<file path="src/rtl/lfu_cache_with_protected_entry_top_macros.svh">
// Assertion macros for the LFU surface cache.
`ifndef LFU_CACHE_WITH_PROTECTED_ENTRY_TOP_MACROS_SVH
`define LFU_CACHE_WITH_PROTECTED_ENTRY_TOP_MACROS_SVH

`ifndef NO_ASSERTIONS
`define LCPE_ASSERT_NOW(lbl, ante, cons) \
   lbl: assert property (@(posedge clock) disable iff (reset) (ante) |-> (cons)) \
      else $error("assertion failed");
`define LCPE_ASSERT_NEXT(lbl, ante, cons) \
   lbl: assert property (@(posedge clock) disable iff (reset) (ante) |=> (cons)) \
      else $error("assertion failed");
`else
`define LCPE_ASSERT_NOW(lbl, ante, cons)
`define LCPE_ASSERT_NEXT(lbl, ante, cons)
`endif

`endif

</file>
<file path="src/rtl/lcpe_pkg.sv">
package lcpe_pkg;

   localparam int unsigned TAG_W = 16;
   localparam int unsigned HITS_W = 15;
   localparam int unsigned SLOT_W = 3;

   localparam logic [HITS_W-1:0] HIT_LIMIT = 15'd32000;
   localparam logic [HITS_W-1:0] HIT_MAX = 15'd32767;

   localparam logic OP_LOOKUP = 1'b0;
   localparam logic OP_CLEAR = 1'b1;

   typedef struct packed {
      logic operation;
      logic [TAG_W-1:0] requested_surface;
      logic [TAG_W-1:0] protected_surface;
   } req_type;

   typedef struct packed {
      logic hit;
      logic [SLOT_W-1:0] slot_used;
      logic evicted_valid;
      logic [TAG_W-1:0] evicted_surface;
   } rsp_type;

   typedef struct packed {
      logic [TAG_W-1:0] tag;
      logic [HITS_W-1:0] hits;
   } entry_type;

   typedef struct packed {
      logic hit;
      logic empty_found;
   } scan_flags_type;

   typedef enum logic [2:0] {
      ST_IDLE,
      ST_SCAN,
      ST_WAIT,
      ST_UPDATE,
      ST_DONE
   } state_type;

endpackage

</file>
<file path="src/rtl/lfu_cache_with_protected_entry_top.sv">
// Fully associative cache of surface ids with least-frequently-used eviction.
// A request arrives on the req_ channel and is taken when req_valid is high and
// req_stall is low. A lookup either hits, which bumps that slot's saturating
// counter, or misses and is inserted into the first empty slot. When the cache
// is full, the unprotected entry with the lowest count below 32000 is evicted
// first, or slot 0 if no entry qualifies. A clear request empties the cache.
// Each request gives exactly one response on the rsp_ channel.
// A lookup has the compare unit walk the single entry store read port one slot
// per cycle before the response is loaded; a clear skips the walk. req_stall
// is high while a request is in progress, so one request is handled at a time.
// The response sits in an output register; a new request may be taken while it
// waits, and the next one is held back until rsp_stall drops.
// Reset empties the cache at once and drops any pending response.
`include "lfu_cache_with_protected_entry_top_macros.svh"

module lfu_cache_with_protected_entry_top #(
   parameter int unsigned ENTRIES = 8
) (
   input  logic clock,
   input  logic reset,
   input  logic req_valid,
   output logic req_stall,
   input  lcpe_pkg::req_type req_data,
   output logic rsp_valid,
   input  logic rsp_stall,
   output lcpe_pkg::rsp_type rsp_data
);
   import lcpe_pkg::*;

   localparam int unsigned IDX_W = (ENTRIES > 1) ? $clog2(ENTRIES) : 1;
   localparam logic [IDX_W-1:0] LAST_IDX = IDX_W'(ENTRIES - 1);

   state_type state_ff, state_in;
   logic [IDX_W-1:0] addr_ff, addr_in;
   logic cmp_vld_ff;
   logic [IDX_W-1:0] cmp_idx_ff;
   logic [ENTRIES-1:0] valid_ff, valid_in;
   req_type req_ff;
   rsp_type res_ff, res_in;
   logic rsp_valid_ff, rsp_valid_in;
   rsp_type rsp_data_ff;

   logic accept;
   logic start;
   logic issue;
   logic update;
   logic load;

   entry_type rd_data;
   entry_type wr_data;
   logic [IDX_W-1:0] wr_addr;
   logic [HITS_W-1:0] hits_next;

   scan_flags_type scan_flags;
   logic [IDX_W-1:0] hit_idx;
   logic [HITS_W-1:0] hit_cnt;
   logic [IDX_W-1:0] empty_idx;
   logic [IDX_W-1:0] victim_idx;
   logic [TAG_W-1:0] victim_tag;

   always_comb begin
      state_in = state_ff;
      unique case (state_ff)
         ST_IDLE: begin
            if (req_valid) begin
               state_in = (req_data.operation == OP_CLEAR) ? ST_DONE : ST_SCAN;
            end
         end
         ST_SCAN: begin
            if (addr_ff == LAST_IDX) begin
               state_in = ST_WAIT;
            end
         end
         ST_WAIT: state_in = ST_UPDATE;
         ST_UPDATE: state_in = ST_DONE;
         ST_DONE: begin
            if (!rsp_valid_ff || !rsp_stall) begin
               state_in = ST_IDLE;
            end
         end
         default: state_in = ST_IDLE;
      endcase
   end

   always_comb begin
      req_stall = 1'b1;
      accept = 1'b0;
      issue = 1'b0;
      update = 1'b0;
      load = 1'b0;
      unique case (state_ff)
         ST_IDLE: begin
            req_stall = 1'b0;
            accept = req_valid;
         end
         ST_SCAN: issue = 1'b1;
         ST_WAIT: ;
         ST_UPDATE: update = 1'b1;
         ST_DONE: load = !rsp_valid_ff || !rsp_stall;
         default: ;
      endcase
   end

   assign start = accept && (req_data.operation == OP_LOOKUP);

   always_comb begin
      hits_next = (hit_cnt == HIT_MAX) ? HIT_MAX : hit_cnt + 15'd1;
      wr_addr = scan_flags.hit ? hit_idx : (scan_flags.empty_found ? empty_idx : victim_idx);
      wr_data.tag = req_ff.requested_surface;
      wr_data.hits = scan_flags.hit ? hits_next : '0;
   end

   always_comb begin
      addr_in = addr_ff;
      valid_in = valid_ff;
      res_in = res_ff;
      if (start) begin
         addr_in = '0;
      end else if (issue) begin
         addr_in = addr_ff + 1'b1;
      end
      if (accept && (req_data.operation == OP_CLEAR)) begin
         valid_in = '0;
         res_in = '0;
      end else if (update) begin
         valid_in[wr_addr] = 1'b1;
         res_in.hit = scan_flags.hit;
         res_in.slot_used = SLOT_W'(wr_addr);
         res_in.evicted_valid = !scan_flags.hit && !scan_flags.empty_found;
         res_in.evicted_surface = res_in.evicted_valid ? victim_tag : '0;
      end
      rsp_valid_in = load || (rsp_valid_ff && rsp_stall);
   end

   always_ff @(posedge clock) begin
      if (reset) begin
         state_ff <= ST_IDLE;
         valid_ff <= '0;
         rsp_valid_ff <= 1'b0;
         cmp_vld_ff <= 1'b0;
      end else begin
         state_ff <= state_in;
         valid_ff <= valid_in;
         rsp_valid_ff <= rsp_valid_in;
         cmp_vld_ff <= issue;
      end
   end

   always_ff @(posedge clock) begin
      addr_ff <= addr_in;
      cmp_idx_ff <= addr_ff;
      res_ff <= res_in;
      if (accept) begin
         req_ff <= req_data;
      end
      if (load) begin
         rsp_data_ff <= res_ff;
      end
   end

   lcpe_store #(
      .ENTRIES(ENTRIES),
      .IDX_W(IDX_W)
   ) u_store (
      .clock(clock),
      .wr_en(update),
      .wr_addr(wr_addr),
      .wr_data(wr_data),
      .rd_en(issue),
      .rd_addr(addr_ff),
      .rd_data(rd_data)
   );

   lcpe_scan #(
      .IDX_W(IDX_W)
   ) u_scan (
      .clock(clock),
      .reset(reset),
      .start(start),
      .cmp_vld(cmp_vld_ff),
      .cmp_idx(cmp_idx_ff),
      .ent_valid(valid_ff[cmp_idx_ff]),
      .ent(rd_data),
      .req_surface(req_ff.requested_surface),
      .prot_surface(req_ff.protected_surface),
      .flags(scan_flags),
      .hit_idx(hit_idx),
      .hit_cnt(hit_cnt),
      .empty_idx(empty_idx),
      .victim_idx(victim_idx),
      .victim_tag(victim_tag)
   );

   assign rsp_valid = rsp_valid_ff;
   assign rsp_data = rsp_data_ff;

   `LCPE_ASSERT_NEXT(a_clear_empties, accept && (req_data.operation == OP_CLEAR), valid_ff == '0)
   `LCPE_ASSERT_NOW(a_evict_only_full, update && !scan_flags.hit && !scan_flags.empty_found, &valid_ff)
   `LCPE_ASSERT_NOW(a_cmp_in_scan, cmp_vld_ff, (state_ff == ST_SCAN) || (state_ff == ST_WAIT))
   `LCPE_ASSERT_NEXT(a_miss_fills, update && !scan_flags.hit, $countones(valid_ff) >= 1)

endmodule

</file>
<file path="src/rtl/lcpe_store.sv">
module lcpe_store #(
   parameter int unsigned ENTRIES = 8,
   parameter int unsigned IDX_W = 3
) (
   input  logic clock,
   input  logic wr_en,
   input  logic [IDX_W-1:0] wr_addr,
   input  lcpe_pkg::entry_type wr_data,
   input  logic rd_en,
   input  logic [IDX_W-1:0] rd_addr,
   output lcpe_pkg::entry_type rd_data
);
   import lcpe_pkg::*;

   entry_type mem [ENTRIES];
   entry_type rd_data_ff;

   always_ff @(posedge clock) begin
      if (wr_en) begin
         mem[wr_addr] <= wr_data;
      end
   end

   always_ff @(posedge clock) begin
      if (rd_en) begin
         rd_data_ff <= mem[rd_addr];
      end
   end

   assign rd_data = rd_data_ff;

endmodule

</file>
<file path="src/rtl/lcpe_scan.sv">
module lcpe_scan #(
   parameter int unsigned IDX_W = 3
) (
   input  logic clock,
   input  logic reset,
   input  logic start,
   input  logic cmp_vld,
   input  logic [IDX_W-1:0] cmp_idx,
   input  logic ent_valid,
   input  lcpe_pkg::entry_type ent,
   input  logic [lcpe_pkg::TAG_W-1:0] req_surface,
   input  logic [lcpe_pkg::TAG_W-1:0] prot_surface,
   output lcpe_pkg::scan_flags_type flags,
   output logic [IDX_W-1:0] hit_idx,
   output logic [lcpe_pkg::HITS_W-1:0] hit_cnt,
   output logic [IDX_W-1:0] empty_idx,
   output logic [IDX_W-1:0] victim_idx,
   output logic [lcpe_pkg::TAG_W-1:0] victim_tag
);
   import lcpe_pkg::*;

   scan_flags_type flags_ff, flags_in;
   logic [IDX_W-1:0] hit_idx_ff, hit_idx_in;
   logic [HITS_W-1:0] hit_cnt_ff, hit_cnt_in;
   logic [IDX_W-1:0] empty_idx_ff, empty_idx_in;
   logic [HITS_W-1:0] lowest_ff, lowest_in;
   logic [IDX_W-1:0] victim_idx_ff, victim_idx_in;
   logic [TAG_W-1:0] victim_tag_ff, victim_tag_in;
   logic match;
   logic qualify;

   // One entry is compared per cycle against the request, the protected id
   // and the lowest count seen so far.
   always_comb begin
      match = ent_valid && (ent.tag == req_surface);
      qualify = ent_valid && (ent.tag != prot_surface) && (ent.hits < lowest_ff);
      flags_in = flags_ff;
      hit_idx_in = hit_idx_ff;
      hit_cnt_in = hit_cnt_ff;
      empty_idx_in = empty_idx_ff;
      lowest_in = lowest_ff;
      victim_idx_in = victim_idx_ff;
      victim_tag_in = victim_tag_ff;
      if (start) begin
         flags_in = '0;
         lowest_in = HIT_LIMIT;
         victim_idx_in = '0;
      end else if (cmp_vld) begin
         if (match && !flags_ff.hit) begin
            flags_in.hit = 1'b1;
            hit_idx_in = cmp_idx;
            hit_cnt_in = ent.hits;
         end
         if (!ent_valid && !flags_ff.empty_found) begin
            flags_in.empty_found = 1'b1;
            empty_idx_in = cmp_idx;
         end
         if (qualify) begin
            lowest_in = ent.hits;
            victim_idx_in = cmp_idx;
         end
         // Slot 0 is the fallback victim, so its id is always captured.
         if (qualify || (cmp_idx == '0)) begin
            victim_tag_in = ent.tag;
         end
      end
   end

   always_ff @(posedge clock) begin
      if (reset) begin
         flags_ff <= '0;
      end else begin
         flags_ff <= flags_in;
      end
   end

   always_ff @(posedge clock) begin
      hit_idx_ff <= hit_idx_in;
      hit_cnt_ff <= hit_cnt_in;
      empty_idx_ff <= empty_idx_in;
      lowest_ff <= lowest_in;
      victim_idx_ff <= victim_idx_in;
      victim_tag_ff <= victim_tag_in;
   end

   assign flags = flags_ff;
   assign hit_idx = hit_idx_ff;
   assign hit_cnt = hit_cnt_ff;
   assign empty_idx = empty_idx_ff;
   assign victim_idx = victim_idx_ff;
   assign victim_tag = victim_tag_ff;

endmodule

</file>
<file path="config.mk">
export PLATFORM = sky130hd
export DESIGN_NAME = lfu_cache_with_protected_entry_top
export DESIGN_NICKNAME = d
export VERILOG_FILES = /design/src/rtl/lcpe_pkg.sv /design/src/rtl/lfu_cache_with_protected_entry_top.sv /design/src/rtl/lcpe_store.sv /design/src/rtl/lcpe_scan.sv
export VERILOG_INCLUDE_DIRS = /design/src /design/src/rtl
export SDC_FILE = /design/constraint.sdc
export NUM_CORES = 1
export LEC_CHECK = 0
export ABC_AREA = 1
export ABC_CLOCK_PERIOD_IN_PS = 7530
export BUFFER_PORTS_ARGS = -buffer_cell sky130_fd_sc_hd__buf_2
export CORE_MARGIN = 5
export CORE_UTILIZATION = 55
export DETAILED_ROUTE_END_ITERATION = 7
export GPL_TIMING_DRIVEN = 0
export PLACE_DENSITY_LB_ADDON = 0.05
export RECOVER_POWER = 25
export SETUP_SLACK_MARGIN = 0.05
export SYNTH_ARGS = -nofsm -noshare
export SYNTH_HDL_FRONTEND = slang
export SYNTH_SLANG_ARGS = --single-unit
</file>
<file path="constraint.sdc">
create_clock -name clock -period 7.53 [get_ports clock]
set_input_delay 1.1295 -clock clock [delete_from_list [all_inputs] [get_ports clock]]
set_output_delay 1.1295 -clock clock [all_outputs]
set_load 0.02 [all_outputs]
</file>
==> flow_metrics.env <==
export IMPL_initial_utilization=0.553
export IMPL_max_slew_worst_pin_slew_ps=954
export IMPL_postSynthNetCount=1455
export IMPL_fin_hold_viols=0
export IMPL_worst_skew_pair_late_latency_ps=540
export IMPL_grt_util_all_layers=0.218
export IMPL_clk_path_buf_depth=3
export IMPL_total_power_mw=6.54
export IMPL_average_cell_area_after_synthesis_um2=12.0
export IMPL_placement_io_buffers=59
export IMPL_die_outline_area_mm2=0.0341
export IMPL_worst_ep_arrival_time_ps=2950
export IMPL_grt_antenna_before_repair=0
export IMPL_design_core_area_mm2=0.0303
export IMPL_grt_ovfl_total=0
export IMPL_synth_seq_area_share=0.732
export IMPL_setup_repair_after_global_routing_missed_its_margin="false"
export IMPL_leakage_power_nw=7.04
export IMPL_finalClockSkew_ps=10.4
export IMPL_clkTransAtPathRegs_ps=60
export IMPL_drt_drc_violations_left=0
export IMPL_post_cts_hold_buffer_count=0
export IMPL_via_per_inst=5.41
export IMPL_route_final_wire_length_mm=37.0
export IMPL_area_of_the_mapped_netlist_mm2=0.0168
export IMPL_yosys_most_used_dff="sky130_fd_sc_hd__edfxtp_1"
export IMPL_fill_cells=2386
export IMPL_worst_setup_path_type="flip-flop to flip-flop"
export IMPL_grt_start_max_net_pins=33
export IMPL_grt_busiest_layer="met1"
export IMPL_worst_relative_slew_slack=0.363
export IMPL_numClockSinks=429
export IMPL_synth_seq_cells=429
export IMPL_postCtsSetupBuffers=0
export IMPL_via_count=10500
export IMPL_htreeDepth=2
export IMPL_area_growth_pct=14.4
export IMPL_finished_cell_area_mm2=0.0192
export IMPL_synth_edf_count=369
export IMPL_post_dp_hpwl_mm=24.9
export IMPL_synth_commonest_cells="sky130_fd_sc_hd__edfxtp_1, sky130_fd_sc_hd__nor2_1, sky130_fd_sc_hd__nand2_1"
export IMPL_holdWs_ps=372
export IMPL_synth_top_cell_area_share=0.660
export IMPL_floorplan_io_pins=60
export IMPL_timing_critical_path_to_type="flip-flop"
export IMPL_worst_ir_drop_vdd_mv=0.185
export IMPL_num_nets_final=1569
export IMPL_cp_max_fanout=10
export IMPL_cts_resized=0
export IMPL_synthMostInstantiatedCell="sky130_fd_sc_hd__edfxtp_1"
export IMPL_grt_pass1_vias=9867
export IMPL_ys_warn_count=0
export IMPL_tritoncts_num_buffers=43
export IMPL_fmaxAchievable_mhz=369
export IMPL_route_detailed_wl_per_inst_um=19.0
export IMPL_grt_first_pass_wirelength_mm=57.4
export IMPL_status="completed"
export IMPL_die_width_um=185
export IMPL_ys_top_cells_by_area="sky130_fd_sc_hd__edfxtp_1, sky130_fd_sc_hd__nor2_1, sky130_fd_sc_hd__dfxtp_1"
export IMPL_drt_initial_drc_count=855
export IMPL_power_per_cell_area_mw_per_mm2=340
export IMPL_holdCritPathClass="flip-flop to flip-flop"
export IMPL_min_period_over_period=0.359
export IMPL_row_count=64
export IMPL_synth_largest_area_cell="sky130_fd_sc_hd__edfxtp_1"
export IMPL_synth_lib_cells_used_distinct=34
export IMPL_fraction_of_final_layout_cells_sized_beyond_drive_strength_1=0.118
export IMPL_cp_data_required_time_ps=7770
export IMPL_number_of_iterations_in_the_first_detailed_routing_pass=5
export IMPL_grt_met3_usage=0.0298
export IMPL_fin_tns_setup_ps=0
export IMPL_finalWeightedCongestion=0.781
export IMPL_antenna_violating_nets_post_route=0
export IMPL_die_h_um=185
export IMPL_maxCapViolCount=0
export IMPL_tritoncts="yes"
export IMPL_startpoint_type="flip-flop"
export IMPL_placement_cell_area_mm2=0.0178
export IMPL_syn_instance_count=1401
export IMPL_finalSetupViolCount=0
export IMPL_ys_async_sr_fraction=0
export IMPL_met1_usage=0.336
export IMPL_post_route_min_period_ps=2710
export IMPL_number_of_diodes_added_for_antenna_fixing=0
export IMPL_grt_met2_usage=0.331
export IMPL_root_buffer="sky130_fd_sc_hd__clkbuf_16"
export IMPL_slew_viols_final=0
layout make-up:
class	instances	area [um^2]	share of cell area
Inverter	101	382	0.0199
Sequential cell	429	12300	0.639
Clock inverter	17	176	0.00918
Clock buffer	62	1220	0.0634
Multi-Input combinational cell	814	3920	0.204
Tap cell	396	495	0.0258
Buffer	57	243	0.0126
Timing Repair Buffer	69	503	0.0262
critical path: stages (launching register included):
cell and delay, ps:
sky130_fd_sc_hd__edfxtp_1 510, sky130_fd_sc_hd__ha_1 350, sky130_fd_sc_hd__nand2_1 70, sky130_fd_sc_hd__inv_1 50, sky130_fd_sc_hd__nand3_1 80, sky130_fd_sc_hd__inv_1 40, sky130_fd_sc_hd__nand2_1 60, sky130_fd_sc_hd__nand2_1 60
sky130_fd_sc_hd__nor2_1 140, sky130_fd_sc_hd__nand3_1 140, sky130_fd_sc_hd__a21oi_1 590, sky130_fd_sc_hd__buf_4 300
power by group:
| group | total, mW | internal (mW) | leakage (nW) | switching [mW] |
|---|---|---|---|---|
| clock | 2.09 | 1.23 | 0.679 | 0.861 |
| sequential | 3.12 | 2.92 | 3.72 | 0.198 |
| combinational | 1.33 | 0.409 | 2.64 | 0.919 |
layer usage:
| metal | part of all wire | routed length, um | vias up |
|---|---|---|---|
| li1 | - | - | 5133 |
| met1 | 0.47 | 17200 | 4998 |
| met2 | 0.45 | 16500 | 326 |
| met3 | 0.062 | 2290 | 70 |
| met4 | 0.025 | 907 | 0 |
| met5 | 0 | 0 | - |
cell families after synthesis:
| family | count (synthesis) | synth area share |
|---|---|---|
| AOI/OAI and AO/OA | 252 | 0.0839 |
| xor gates and xnor gates | 20 | 0.0104 |
| adders and majority gates | 17 | 0.0127 |
| buffers and inverters | 158 | 0.0370 |
| DFF | 429 | 0.732 |
| and+or+nand+nor | 525 | 0.124 |
through the flow:
step / setup slack [ps] / util / cells
3_3_place_gp: 3480 / 0.579 / 1856
2_1_floorplan: 4510 / - / 1401
6_report: 4820 / 0.633 / 1945
5_1_grt: 4620 / 0.633 / 1945
4_1_cts: 4520 / 0.632 / 1944
3_5_place_dp: 4540 / 0.586 / 1865
flip-flops by register name (all words and copies together) (netlist names), 8 cells and up:
signal and count:
u_store.mem 248, u_scan.lowest_ff 15, rsp_data 21, u_store.rd_data 31, u_scan.hit_cnt 15, req_ff 32, res_ff 21, u_scan.victim_tag 16
valid_ff 8
cell usage in the layout (no fill, tap or decap), types with 5 or more instances in the layout:
master,count
sky130_fd_sc_hd__clkbuf_8,7
sky130_fd_sc_hd__o21ai_1,11
sky130_fd_sc_hd__nor3_1,5
sky130_fd_sc_hd__a31oi_1,32
sky130_fd_sc_hd__dfxtp_1,60
sky130_fd_sc_hd__nor2_1,319
sky130_fd_sc_hd__inv_2,15
sky130_fd_sc_hd__buf_2,76
sky130_fd_sc_hd__xnor2_1,9
sky130_fd_sc_hd__o22ai_1,35
sky130_fd_sc_hd__inv_1,82
sky130_fd_sc_hd__clkbuf_16,43
sky130_fd_sc_hd__a22oi_1,16
sky130_fd_sc_hd__nand3_1,30
sky130_fd_sc_hd__clkinv_1,5
sky130_fd_sc_hd__o21ai_0,127
sky130_fd_sc_hd__ha_1,17
sky130_fd_sc_hd__clkinv_2,7
sky130_fd_sc_hd__xor2_1,11
sky130_fd_sc_hd__nand4_1,9
sky130_fd_sc_hd__buf_1,6
sky130_fd_sc_hd__clkbuf_1,44
sky130_fd_sc_hd__edfxtp_1,369
sky130_fd_sc_hd__a21oi_1,24
sky130_fd_sc_hd__nand2_1,149
final timing paths:
check / startpoint / end / slack (ps) / cells past startpoint
worst min register to register: addr_ff[1] / cmp_idx_ff[1] / 370 / 0
worst min-delay path: addr_ff[1] / cmp_idx_ff[1] / 370 / 0
worst max-delay path: u_store.rd_data[14] / u_scan.victim_tag[14] / 4820 / 11
worst max register to register: u_store.rd_data[14] / u_scan.victim_tag[14] / 4820 / 11
Note: power is estimated with default switching activity, not from simulation.
